**src/hw/rtl/ctlp_pkg.sv**
```systemverilog
// Package for the CAN text line parser: character codes, field numbers,
// shared types and the digit decode function. No dependencies.
package ctlp_pkg;

  localparam int MAX_DATA_BYTES = 8;
  localparam int OUT_BYTES      = 8;

  localparam logic [7:0] CHAR_M     = 8'h6D;
  localparam logic [7:0] CHAR_CR    = 8'h0D;
  localparam logic [7:0] CHAR_LF    = 8'h0A;
  localparam logic [7:0] CHAR_SPACE = 8'h20;

  localparam logic [3:0] FLD_TIME = 4'd1;
  localparam logic [3:0] FLD_ID   = 4'd2;
  localparam logic [3:0] FLD_LEN  = 4'd3;
  localparam logic [3:0] FLD_DATA = 4'd4;
  localparam logic [3:0] FLD_LAST = 4'(4 + MAX_DATA_BYTES);

  localparam logic [1:0] BYTE_DIGITS = 2'd2;

  typedef struct packed {
    logic       valid;
    logic [7:0] ch;
  } char_stage_t;

  typedef struct packed {
    logic       ok;
    logic [3:0] val;
  } digit_t;

  // hex selects base 16, otherwise base 10
  function automatic digit_t digit_of(logic [7:0] c, logic hex);
    digit_t d;
    d.ok  = 1'b0;
    d.val = 4'd0;
    if (c >= 8'h30 && c <= 8'h39) begin
      d.ok  = 1'b1;
      d.val = 4'(c - 8'h30);
    end else if (hex && c >= 8'h61 && c <= 8'h66) begin
      d.ok  = 1'b1;
      d.val = 4'(c - 8'h61 + 8'd10);
    end else if (hex && c >= 8'h41 && c <= 8'h46) begin
      d.ok  = 1'b1;
      d.val = 4'(c - 8'h41 + 8'd10);
    end
    return d;
  endfunction

endpackage

```
**src/hw/rtl/ctlp_char_if.sv**
```systemverilog
// Character channel: valid/ready handshake carrying one ASCII character.
// Depends on nothing.
interface ctlp_char_if;
  logic       valid;
  logic       ready;
  logic [7:0] character;

  modport source (output valid, output character, input ready);
  modport sink   (input valid, input character, output ready);
endinterface

```
**src/hw/rtl/ctlp_frame_if.sv**
```systemverilog
// Frame channel: valid/ready handshake carrying one parsed CAN frame.
// Depends on nothing.
interface ctlp_frame_if;
  logic        valid;
  logic        ready;
  logic [31:0] timestamp;
  logic [31:0] identifier;
  logic [3:0]  frame_length;
  logic [7:0]  byte_0;
  logic [7:0]  byte_1;
  logic [7:0]  byte_2;
  logic [7:0]  byte_3;
  logic [7:0]  byte_4;
  logic [7:0]  byte_5;
  logic [7:0]  byte_6;
  logic [7:0]  byte_7;
  logic [3:0]  bytes_present;

  modport source (output valid, output timestamp, output identifier, output frame_length,
                  output byte_0, output byte_1, output byte_2, output byte_3,
                  output byte_4, output byte_5, output byte_6, output byte_7,
                  output bytes_present, input ready);
  modport sink   (input valid, input timestamp, input identifier, input frame_length,
                  input byte_0, input byte_1, input byte_2, input byte_3,
                  input byte_4, input byte_5, input byte_6, input byte_7,
                  input bytes_present, output ready);
endinterface

```
**src/hw/rtl/ctlp_in_stage.sv**
```systemverilog
// Input register of the CAN text line parser.
// Depends on ctlp_pkg and ctlp_char_if.
module ctlp_in_stage (
  input  logic                 clk,
  input  logic                 rst_n,
  ctlp_char_if.sink            in_chan,
  input  logic                 consume,
  output ctlp_pkg::char_stage_t stage
);

  logic       valid_r;
  logic       valid_nxt;
  logic [7:0] ch_r;
  logic       load;

  assign in_chan.ready = !valid_r || consume;
  assign load          = in_chan.valid && in_chan.ready;

  always_comb begin
    valid_nxt = valid_r;
    if (load) begin
      valid_nxt = 1'b1;
    end else if (consume) begin
      valid_nxt = 1'b0;
    end
  end

  always_ff @(posedge clk) begin
    if (!rst_n) begin
      valid_r <= 1'b0;
    end else begin
      valid_r <= valid_nxt;
    end
  end

  always_ff @(posedge clk) begin
    if (load) begin
      ch_r <= in_chan.character;
    end
  end

  assign stage.valid = valid_r;
  assign stage.ch    = ch_r;

endmodule

```
**src/hw/rtl/ctlp_parser.sv**
```systemverilog
// Line parser state and frame output register of the CAN text line parser.
// Depends on ctlp_pkg and ctlp_frame_if.
module ctlp_parser (
  input  logic                  clk,
  input  logic                  rst_n,
  input  ctlp_pkg::char_stage_t stage,
  output logic                  consume,
  ctlp_frame_if.source          out_chan
);

  localparam int NB = ctlp_pkg::MAX_DATA_BYTES;
  localparam int NO = ctlp_pkg::OUT_BYTES;

  logic        in_line_r, in_line_nxt;
  logic [3:0]  fn_r, fn_nxt;
  logic [1:0]  dc_r, dc_nxt;
  logic [31:0] fv_r, fv_nxt;
  logic        stop_r, stop_nxt;
  logic [31:0] time_r, time_nxt;
  logic [31:0] id_r, id_nxt;
  logic [3:0]  len_r, len_nxt;
  logic [7:0]  data_r [NB];
  logic [7:0]  data_nxt [NB];
  logic [3:0]  cnt_r, cnt_nxt;

  // values as they stand once the open field is committed
  logic [31:0] cm_time, cm_id;
  logic [3:0]  cm_len, cm_cnt;
  logic [7:0]  cm_data [NB];
  logic        data_fld;

  logic          out_v_r, out_v_nxt;
  logic [31:0]   out_time_r, out_id_r;
  logic [3:0]    out_len_r, out_cnt_r;
  logic [7:0]    out_byte_r [NO];
  logic [7:0]    out_byte_nxt [NO];

  logic             go;
  logic             emit;
  logic             hex;
  ctlp_pkg::digit_t dig;
  logic [7:0]       c;

  assign c       = stage.ch;
  assign consume = stage.valid && (!out_v_r || out_chan.ready);
  assign go      = consume;

  assign data_fld = (fn_r >= ctlp_pkg::FLD_DATA) && (fn_r < ctlp_pkg::FLD_LAST);
  // time and length digits are decimal, the rest hex
  assign hex      = (fn_r != ctlp_pkg::FLD_TIME) && (fn_r != ctlp_pkg::FLD_LEN);
  assign dig      = ctlp_pkg::digit_of(c, hex);

  always_comb begin
    cm_time = (fn_r == ctlp_pkg::FLD_TIME) ? fv_r : time_r;
    cm_id   = (fn_r == ctlp_pkg::FLD_ID) ? fv_r : id_r;
    cm_len  = (fn_r == ctlp_pkg::FLD_LEN) ? fv_r[3:0] : len_r;
    for (int i = 0; i < NB; i++) begin
      cm_data[i] = ((fn_r == 4'(4 + i)) && (dc_r == ctlp_pkg::BYTE_DIGITS)) ?
                   fv_r[7:0] : data_r[i];
    end
    cm_cnt = cnt_r + {3'd0, (data_fld && (dc_r == ctlp_pkg::BYTE_DIGITS))};
  end

  always_comb begin
    in_line_nxt = in_line_r;
    fn_nxt      = fn_r;
    dc_nxt      = dc_r;
    fv_nxt      = fv_r;
    stop_nxt    = stop_r;
    time_nxt    = time_r;
    id_nxt      = id_r;
    len_nxt     = len_r;
    data_nxt    = data_r;
    cnt_nxt     = cnt_r;
    emit        = 1'b0;
    if (go) begin
      priority if (c == ctlp_pkg::CHAR_M) begin
        in_line_nxt = 1'b1;
        fn_nxt      = 4'd0;
        dc_nxt      = 2'd0;
        fv_nxt      = 32'd0;
        stop_nxt    = 1'b0;
        time_nxt    = 32'd0;
        id_nxt      = 32'd0;
        len_nxt     = 4'd0;
        cnt_nxt     = 4'd0;
        for (int i = 0; i < NB; i++) begin
          data_nxt[i] = 8'd0;
        end
      end else if (!in_line_r || c == ctlp_pkg::CHAR_LF) begin
        // ignored
      end else if (c == ctlp_pkg::CHAR_CR) begin
        emit        = 1'b1;
        in_line_nxt = 1'b0;
      end else if (c == ctlp_pkg::CHAR_SPACE) begin
        time_nxt = cm_time;
        id_nxt   = cm_id;
        len_nxt  = cm_len;
        data_nxt = cm_data;
        cnt_nxt  = cm_cnt;
        if (fn_r < ctlp_pkg::FLD_LAST) begin
          fn_nxt = fn_r + 4'd1;
        end
        dc_nxt   = 2'd0;
        fv_nxt   = 32'd0;
        stop_nxt = 1'b0;
      end else if (fn_r == ctlp_pkg::FLD_LEN) begin
        if (dc_r == 2'd0) begin
          fv_nxt = dig.ok ? {28'd0, dig.val} : 32'd0;
          dc_nxt = 2'd1;
        end
      end else if ((fn_r == ctlp_pkg::FLD_TIME) || (fn_r == ctlp_pkg::FLD_ID) ||
                   (data_fld && dc_r < ctlp_pkg::BYTE_DIGITS)) begin
        if (!stop_r) begin
          if (!dig.ok) begin
            stop_nxt = 1'b1;
          end else if (hex) begin
            fv_nxt = {fv_r[27:0], dig.val};
          end else begin
            fv_nxt = {fv_r[28:0], 3'd0} + {fv_r[30:0], 1'b0} + {28'd0, dig.val};
          end
        end
        if (data_fld) begin
          dc_nxt = dc_r + 2'd1;
        end
      end
    end
  end

  always_comb begin
    for (int i = 0; i < NO; i++) begin
      out_byte_nxt[i] = 8'd0;
      if (i < NB) begin
        out_byte_nxt[i] = cm_data[i];
      end
    end
  end

  always_comb begin
    out_v_nxt = out_v_r;
    if (go && emit) begin
      out_v_nxt = 1'b1;
    end else if (out_chan.ready) begin
      out_v_nxt = 1'b0;
    end
  end

  always_ff @(posedge clk) begin
    if (!rst_n) begin
      in_line_r <= 1'b0;
      fn_r      <= 4'd0;
      dc_r      <= 2'd0;
      fv_r      <= 32'd0;
      stop_r    <= 1'b0;
      time_r    <= 32'd0;
      id_r      <= 32'd0;
      len_r     <= 4'd0;
      cnt_r     <= 4'd0;
      for (int i = 0; i < NB; i++) begin
        data_r[i] <= 8'd0;
      end
      out_v_r   <= 1'b0;
    end else begin
      in_line_r <= in_line_nxt;
      fn_r      <= fn_nxt;
      dc_r      <= dc_nxt;
      fv_r      <= fv_nxt;
      stop_r    <= stop_nxt;
      time_r    <= time_nxt;
      id_r      <= id_nxt;
      len_r     <= len_nxt;
      cnt_r     <= cnt_nxt;
      data_r    <= data_nxt;
      out_v_r   <= out_v_nxt;
    end
  end

  always_ff @(posedge clk) begin
    if (go && emit) begin
      out_time_r <= cm_time;
      out_id_r   <= cm_id;
      out_len_r  <= cm_len;
      out_cnt_r  <= cm_cnt;
      out_byte_r <= out_byte_nxt;
    end
  end

  assign out_chan.valid         = out_v_r;
  assign out_chan.timestamp     = out_time_r;
  assign out_chan.identifier    = out_id_r;
  assign out_chan.frame_length  = out_len_r;
  assign out_chan.byte_0        = out_byte_r[0];
  assign out_chan.byte_1        = out_byte_r[1];
  assign out_chan.byte_2        = out_byte_r[2];
  assign out_chan.byte_3        = out_byte_r[3];
  assign out_chan.byte_4        = out_byte_r[4];
  assign out_chan.byte_5        = out_byte_r[5];
  assign out_chan.byte_6        = out_byte_r[6];
  assign out_chan.byte_7        = out_byte_r[7];
  assign out_chan.bytes_present = out_cnt_r;

endmodule

```
**src/hw/rtl/can_text_line_parser_core.sv**
```systemverilog
// CAN text line parser: one character per transaction in, one frame per carriage return that ends an 'm' line out.
// A carriage return passes the input register, then the frame output register, before its frame shows valid.
// Throughput: one character per cycle while no frame is stalled in the output register.
// While a frame waits in the output register, at most one more character is taken, then input stalls.
// Reset (synchronous, rst_n low) empties both registers and returns to waiting for 'm'.
module can_text_line_parser_core (
  input  logic         clk,
  input  logic         rst_n,
  ctlp_char_if.sink    in_chan,
  ctlp_frame_if.source out_chan
);

  ctlp_pkg::char_stage_t stage;
  logic                  consume;

  ctlp_in_stage u_in_stage (
    .clk     (clk),
    .rst_n   (rst_n),
    .in_chan (in_chan),
    .consume (consume),
    .stage   (stage)
  );

  ctlp_parser u_parser (
    .clk      (clk),
    .rst_n    (rst_n),
    .stage    (stage),
    .consume  (consume),
    .out_chan (out_chan)
  );

endmodule

```
**src/flat_wrapper.sv**
```systemverilog
// flat-port wrapper written by rule: the top's interface ports become plain ports
module can_text_line_parser_core_flat 
  (clk, rst_n, in_chan_valid, in_chan_character, in_chan_ready, out_chan_valid, out_chan_timestamp, out_chan_identifier, out_chan_frame_length, out_chan_byte_0, out_chan_byte_1, out_chan_byte_2, out_chan_byte_3, out_chan_byte_4, out_chan_byte_5, out_chan_byte_6, out_chan_byte_7, out_chan_bytes_present, out_chan_ready);
  ctlp_char_if in_chan_i ();
  ctlp_frame_if out_chan_i ();
  input  logic clk;
  input  logic rst_n;
  input wire logic [$bits(in_chan_i.valid)-1:0] in_chan_valid;
  input wire logic [$bits(in_chan_i.character)-1:0] in_chan_character;
  output wire logic [$bits(in_chan_i.ready)-1:0] in_chan_ready;
  output wire logic [$bits(out_chan_i.valid)-1:0] out_chan_valid;
  output wire logic [$bits(out_chan_i.timestamp)-1:0] out_chan_timestamp;
  output wire logic [$bits(out_chan_i.identifier)-1:0] out_chan_identifier;
  output wire logic [$bits(out_chan_i.frame_length)-1:0] out_chan_frame_length;
  output wire logic [$bits(out_chan_i.byte_0)-1:0] out_chan_byte_0;
  output wire logic [$bits(out_chan_i.byte_1)-1:0] out_chan_byte_1;
  output wire logic [$bits(out_chan_i.byte_2)-1:0] out_chan_byte_2;
  output wire logic [$bits(out_chan_i.byte_3)-1:0] out_chan_byte_3;
  output wire logic [$bits(out_chan_i.byte_4)-1:0] out_chan_byte_4;
  output wire logic [$bits(out_chan_i.byte_5)-1:0] out_chan_byte_5;
  output wire logic [$bits(out_chan_i.byte_6)-1:0] out_chan_byte_6;
  output wire logic [$bits(out_chan_i.byte_7)-1:0] out_chan_byte_7;
  output wire logic [$bits(out_chan_i.bytes_present)-1:0] out_chan_bytes_present;
  input wire logic [$bits(out_chan_i.ready)-1:0] out_chan_ready;
  assign in_chan_i.valid = in_chan_valid;
  assign in_chan_i.character = in_chan_character;
  assign in_chan_ready = in_chan_i.ready;
  assign out_chan_valid = out_chan_i.valid;
  assign out_chan_timestamp = out_chan_i.timestamp;
  assign out_chan_identifier = out_chan_i.identifier;
  assign out_chan_frame_length = out_chan_i.frame_length;
  assign out_chan_byte_0 = out_chan_i.byte_0;
  assign out_chan_byte_1 = out_chan_i.byte_1;
  assign out_chan_byte_2 = out_chan_i.byte_2;
  assign out_chan_byte_3 = out_chan_i.byte_3;
  assign out_chan_byte_4 = out_chan_i.byte_4;
  assign out_chan_byte_5 = out_chan_i.byte_5;
  assign out_chan_byte_6 = out_chan_i.byte_6;
  assign out_chan_byte_7 = out_chan_i.byte_7;
  assign out_chan_bytes_present = out_chan_i.bytes_present;
  assign out_chan_i.ready = out_chan_ready;
  can_text_line_parser_core u_core (.clk(clk), .rst_n(rst_n), .in_chan(in_chan_i), .out_chan(out_chan_i));
endmodule
```
**config.mk**
```make
export PLATFORM = sky130hd
export DESIGN_NAME = can_text_line_parser_core_flat
export DESIGN_NICKNAME = d
export VERILOG_FILES = /design/src/hw/rtl/ctlp_pkg.sv /design/src/hw/rtl/ctlp_char_if.sv /design/src/hw/rtl/ctlp_frame_if.sv /design/src/hw/rtl/ctlp_in_stage.sv /design/src/hw/rtl/ctlp_parser.sv /design/src/hw/rtl/can_text_line_parser_core.sv /design/src/flat_wrapper.sv
export SDC_FILE = /design/constraint.sdc
export NUM_CORES = 1
export LEC_CHECK = 0
export ABC_AREA = 0
export BUFFER_PORTS_ARGS = -buffer_cell sky130_fd_sc_hd__buf_4
export CAP_MARGIN = 40
export CELL_PAD_IN_SITES_DETAIL_PLACEMENT = 2
export CELL_PAD_IN_SITES_GLOBAL_PLACEMENT = 2
export CORE_UTILIZATION = 41
export DETAILED_ROUTE_END_ITERATION = 10
export GPL_ROUTABILITY_DRIVEN = 0
export GPL_TIMING_DRIVEN = 0
export PLACE_DENSITY = 0.85
export SLEW_MARGIN = 20
export SYNTH_ARGS = -nofsm -noshare
export SYNTH_HDL_FRONTEND = slang
export SYNTH_SLANG_ARGS = --single-unit
```
**constraint.sdc**
```tcl
create_clock -name clk -period 31.1 [get_ports clk]
set_input_delay 3.11 -clock clk [delete_from_list [all_inputs] [get_ports clk]]
set_output_delay 3.11 -clock clk [all_outputs]
set_load 0.005 [all_outputs]
```
### Word level (Yosys, flattened, before mapping)

Index checks and enable logic that the tools add are counted.

* reduce and logical (&&, ||, !) cells: 44
* order comparisons: 9
* add/subtract/negate cells: 10
* equal/unequal tests: 23
* mux-type cells: 77

Operators with widths (count)
* 32-bit two-way mux: 20
* 64-bit two-way mux: 4
* 8-bit two-way mux: 8
* 4-bit two-way mux: 15
* 32-bit adder: 1
* 32-bit by 4-bit adder with 32-bit output: 1
* 1-bit logical AND: 20
* 1-bit two-way mux: 19
* 4-bit by 3-bit equality test with 1-bit output (second input constant): 4
* 4-bit equality test (second input constant): 4
* 8-bit by 4-bit equality test with 1-bit output (second input constant): 2
* 8-bit by 7-bit >= comparator with 1-bit output (second input constant): 2
* 8-bit by 7-bit less-or-equal comparator with 1-bit output (second input constant): 2
* 2-bit two-way mux: 8
* 5-bit two-way mux: 3
* 4-bit by 1-bit inequality test with 1-bit output (second input constant): 3
* 4-bit nonzero test: 3
* 4-bit by 1-bit subtractor with 4-bit output (second input constant): 3
* 5-bit AND reduction: 2
* 2-bit nonzero test: 5
* 4-bit adder (second input constant): 2
* 4-bit by 2-bit equality test with 1-bit output (second input constant): 2
* 8-bit by 6-bit equality test with 1-bit output (second input constant): 1
* 8-bit by 7-bit equality test with 1-bit output (second input constant): 1
* 21 further kinds: 28

* logic and storage cells: 195
* input bits: 12
* bits in registers: 322
* output and inout port bits: 138

### Logic depth before layout (Yosys ltp)

* depth in word-level cells: 17
* depth in mapped cells: 18
* gate-level depth less buffers: 17

### Hierarchy

A second synthesis with hierarchy kept.

* cell total of the unflattened synthesis: 1543
* area total of the unflattened synthesis: 15341.0 um2

By module, submodules not included
* ctlp_parser: cells an instance 1529, seq. area each 7627.3 um2, area each 15035.7 um2, times used 1
* ctlp_in_stage: cells an instance 14, seq. area each 260.2 um2, area each 305.3 um2, times used 1

### Least setup slack after synthesis

OpenSTA, ideal clock, no wires.

* kind: input -> register
* start point: input out_chan_ready
* end point: register u_core.u_parser.out_byte_r (netlist bit u_core.u_parser.out_chan.byte_0[0]), enable pin
* stages on the path: 3
* buffers on the path: 0
* data required time: 30.132 ns
* path slack: 13.962 ns
* library setup time: 0.968 ns
* arrival time: 16.170 ns
* cell sequence: nor2b_1 > nand2b_1 > nor4_1

* cells in the longest elaborated chain, start to end: 4

Ends and longest elaborated chain
* start, declared: RTL line flat_wrapper.sv:24 `input wire logic [$bits(out_chan_i.ready)-1:0] out_chan_ready;`
* 1-bit logical OR (*): RTL line ctlp_parser.sv:45 `assign consume = stage.valid && (!out_v_r || out_chan.ready);`
* 1-bit logical AND (*): RTL line ctlp_parser.sv:45
* 1-bit two-way mux: RTL line ctlp_parser.sv:76 `if (go) begin`
* 1-bit logical AND (*): RTL line ctlp_parser.sv:179 `if (go && emit) begin`
* end signal, assigned: RTL line ctlp_parser.sv:184 `out_byte_r <= out_byte_nxt;`
* end, declared: RTL line ctlp_parser.sv:35 `logic [7:0] out_byte_r [NO];`

Every way passes the cells marked *; elsewhere a longest branch is shown, timed or not.
A chain may end at the register's enable or synchronous reset.

### Final worst setup path

* start point: input out_chan_ready
* end point: output in_chan_ready

* cells in the longest elaborated chain, start to end: 3

Ends and longest elaborated chain
* 1-bit logical OR: RTL line ctlp_parser.sv:45
* 1-bit logical AND: RTL line ctlp_parser.sv:45
* 1-bit logical OR: RTL line ctlp_in_stage.sv:16 `assign in_chan.ready = !valid_r || consume;`
* end, declared: RTL line flat_wrapper.sv:10 `output wire logic [$bits(in_chan_i.ready)-1:0] in_chan_ready;`

No other way between the ends.

==> reports/qor.txt <==
number of enable flip-flop cells after synthesis -> 144
skew final -> 19.4 ps
worst path bufs/invs -> 2
final hold violations -> 0
top-count cell post-synth -> nor2_1
ys flop type -> dfxtp_1
Synth Area in Simple Gates -> 0.166
post-synth cell types -> 68
DIE AREA -> 0.0388 sq mm
sw frac -> 0.228
n_diodes -> 0
max cap viols -> 0
setup bufs post-CTS -> 0
Antenna Nets Post-Route -> 0
Vias/cell -> 5.87
minimum clock period -> 6880 ps
worst slack at placement -> 24,200 ps
DR iter-0 viols -> 936
Yosys top cell area share -> 0.277
cell mode on critical path -> buf_4
internal power -> 696 uW
critical-path cell list -> buf_4 > nor2b_1 > nand2_1 > buf_4
sequential share of power -> 0.488
Clk Latency, worst-skew pair -> 570 ps
worst slew pin tran -> 919 ps
layout cell share with drive strength beyond 1 -> 0.205
FILL cells -> 3,959
hpwl dp -> 40,800 um
VDD IR max -> 0.0000309 V
mux cell area share after synthesis -> 0.0970
GRT Overall Usage -> 0.326
DP Area -> 0.0176 sq mm
Syn Inst Count -> 1,616
final slew viol count -> 0
WL final -> 64,700 um
Setup Crit Path Kind -> in2out
Logic pwr share -> 0.014
Layout Nets -> 1,927
CTS tree -> built
Post-Synthesis Cell Area -> 0.0156 sq mm
Mean Syn Cell Area -> 9.65 sq um
first-pass GRT wire length -> 94,900 um
Rows -> 71
clock group share of total power -> 0.497
CP startpoint kind -> input pin
CTS resizes -> 0
max incr delay on CP -> 290 ps
PD cells -> 48.0 mW/mm^2
Slew HR -> 0.388
status -> completed
LEAKAGE -> 0.00723 uW
RSZ-0062 raised after global routing -> no
largest family of logic cells by synthesized area -> simple AND/OR/NAND/NOR gates
Die Y-Extent -> 197 um
Setup violations, final -> 0
clock sinks -> 322
1st-pass router iterations -> 5
Worst Path Required -> 27,990 ps
Syn-to-layout area delta -> 20.5%
CTS Root Cell -> clkbuf_16
hold_buf cts -> 0
worst-path fanout max -> 5
fmax -> 145 MHz
fin crit share -> 0.221
Final TNS setup -> 0 ps
# DRC -> 0
syn_nets -> 1,705
Die Span X -> 197 um
sw power -> 205 uW
Async S/R FF share, synth -> 0
CP max-delay cell -> nor2b_1
number of I/O port buffers -> 149
H-tree levels -> 2
largest area contributor in the netlist -> edfxtp_1
final core occ -> 0.500
Ys Warns -> 0
delay-heaviest family, CP -> simple AND/OR/NAND/NOR gates
Wirelength per Cell -> 27.2 um
CP Capture Type -> primary output
I/O Pins -> 150
Final WS setup -> 24,220 ps
Synth Area in Compound Gates -> 0.124
top cells by count, synth -> 312 x nor2_1, 197 x nand2_1, 184 x a21oi_1
Critical Path AT -> 3770 ps
Adder-Cell Fraction of Synth Area -> 0.0627
XOR/XNOR Fraction of Synth Area -> 0.0140
core area -> 0.0376 sq mm
post-route cell area -> 0.0188 sq mm
top cells by area, synth -> edfxtp_1 28%, dfxtp_1 23%, mux2_2 9.3%
clk buf depth -> 3
initial core utilization -> 0.415
post-synthesis register bit count -> 322
number of global-route vias before repair -> 15,254
CTS Buf Count -> 38
grt ovf -> 0
clock transition at the registers of the reported paths -> 60 ps
initial antenna violation count -> 0
via count of the routed design -> 13,963
Worst Hold Class -> reg2reg
Seq/Total Area, Yosys -> 0.506
largest net degree at the start of global routing -> 14
[power by group through the flow]
stage | Sequential, uW | Clock, uW | Combinational [uW]
4_1_cts | 440 | 453 | 12.8
5_1_grt | 440 | 466 | 13.9
2_1_floorplan | 449 | 0 | 7.16
3_3_place_gp | 450 | 0 | 11.9
6_report | 440 | 448 | 13.0
3_5_place_dp | 450 | 0 | 12.4
[cell families after synthesis]
family                     Yosys count
and+or+nand+nor                    615
adders and majority gates           77
buffers and inverters              118
AOI/OAI and AO/OA                  324
DFF                                322
muxes                              135
xor gates and xnor gates            25
[per-stage QoR]
stage / hold slack (ps) / cells / total power (uW)
2_1_floorplan: 449 / 1616 / 456
3_3_place_gp: 457 / 2276 / 461
3_5_place_dp: 472 / 2305 / 462
4_1_cts: 491 / 2375 / 906
5_1_grt: 516 / 2379 / 920
6_report: 488 / 2379 / 902
[flip-flops by register name, indices dropped and copies added, names as in the netlist, 32 cells and up]
| name | cells |
|---|---|
| u_core.u_parser.data_r | 64 |
| u_core.u_parser.fv_r | 32 |
| u_core.u_parser.id_r | 32 |
| u_core.u_parser.out_chan.identifier | 32 |
| u_core.u_parser.out_chan.timestamp | 32 |
| u_core.u_parser.time_r | 32 |
[placed cells by master (no fill, tap or decap), types with 12 or more instances in the layout]
| master | instances |
|---|---|
| nor2_1 | 312 |
| nand2_1 | 197 |
| a21oi_1 | 184 |
| dfxtp_1 | 178 |
| buf_4 | 152 |
| edfxtp_1 | 144 |
| mux2_2 | 129 |
| clkbuf_1 | 95 |
| ha_1 | 75 |
| clkbuf_16 | 40 |
| o21ai_0 | 35 |
| nand3_1 | 27 |
| buf_2 | 24 |
| inv_1 | 20 |
| xnor2_1 | 15 |
| buf_6 | 14 |
| and3_1 | 13 |
| a21o_1 | 12 |
[final timing paths]
check	from	end	slack, ps	cells past startpoint
hold / removal	u_core.u_parser.id_r[16]	u_core.u_parser.id_r[16]	490	2
setup reg to reg	u_core.u_parser.fn_r[1]	u_core.u_parser.fv_r[23]	25900	15
setup / recovery	out_chan_ready	in_chan_ready	24220	4
hold reg to reg	u_core.u_parser.id_r[16]	u_core.u_parser.id_r[16]	490	2
[final cells by class]
cell class | count | area, sq um | share of cell area
Sequential cell | 322 | 7890 | 0.420
Multi-Input combinational cell | 1176 | 7240 | 0.385
Timing Repair Buffer | 182 | 1360 | 0.0724
Clock buffer | 50 | 1040 | 0.0552
Tap cell | 511 | 639 | 0.0340
Buffer | 98 | 397 | 0.0211
Clock inverter | 20 | 160 | 0.00852
Inverter | 20 | 75.1 | 0.00399
[routing by layer]
| layer | wire length, um | share of wire | vias up | global-route usage |
|---|---|---|---|---|
| met2 | 31700 | 0.49 | 495 | 0.558 |
| li1 | - | - | 6108 | - |
| met4 | 2650 | 0.041 | 0 | 0.151 |
| met5 | 0 | 0 | - | 0 |
| met3 | 3330 | 0.051 | 170 | 0.0586 |
| met1 | 27000 | 0.42 | 7190 | 0.397 |
[worst min-delay path, stage by stage, from the launching register on]
cell     delay [ps]
dfxtp_1         330
a21oi_1          60
nor2_1           70
Power figures use the tool's default switching activity.
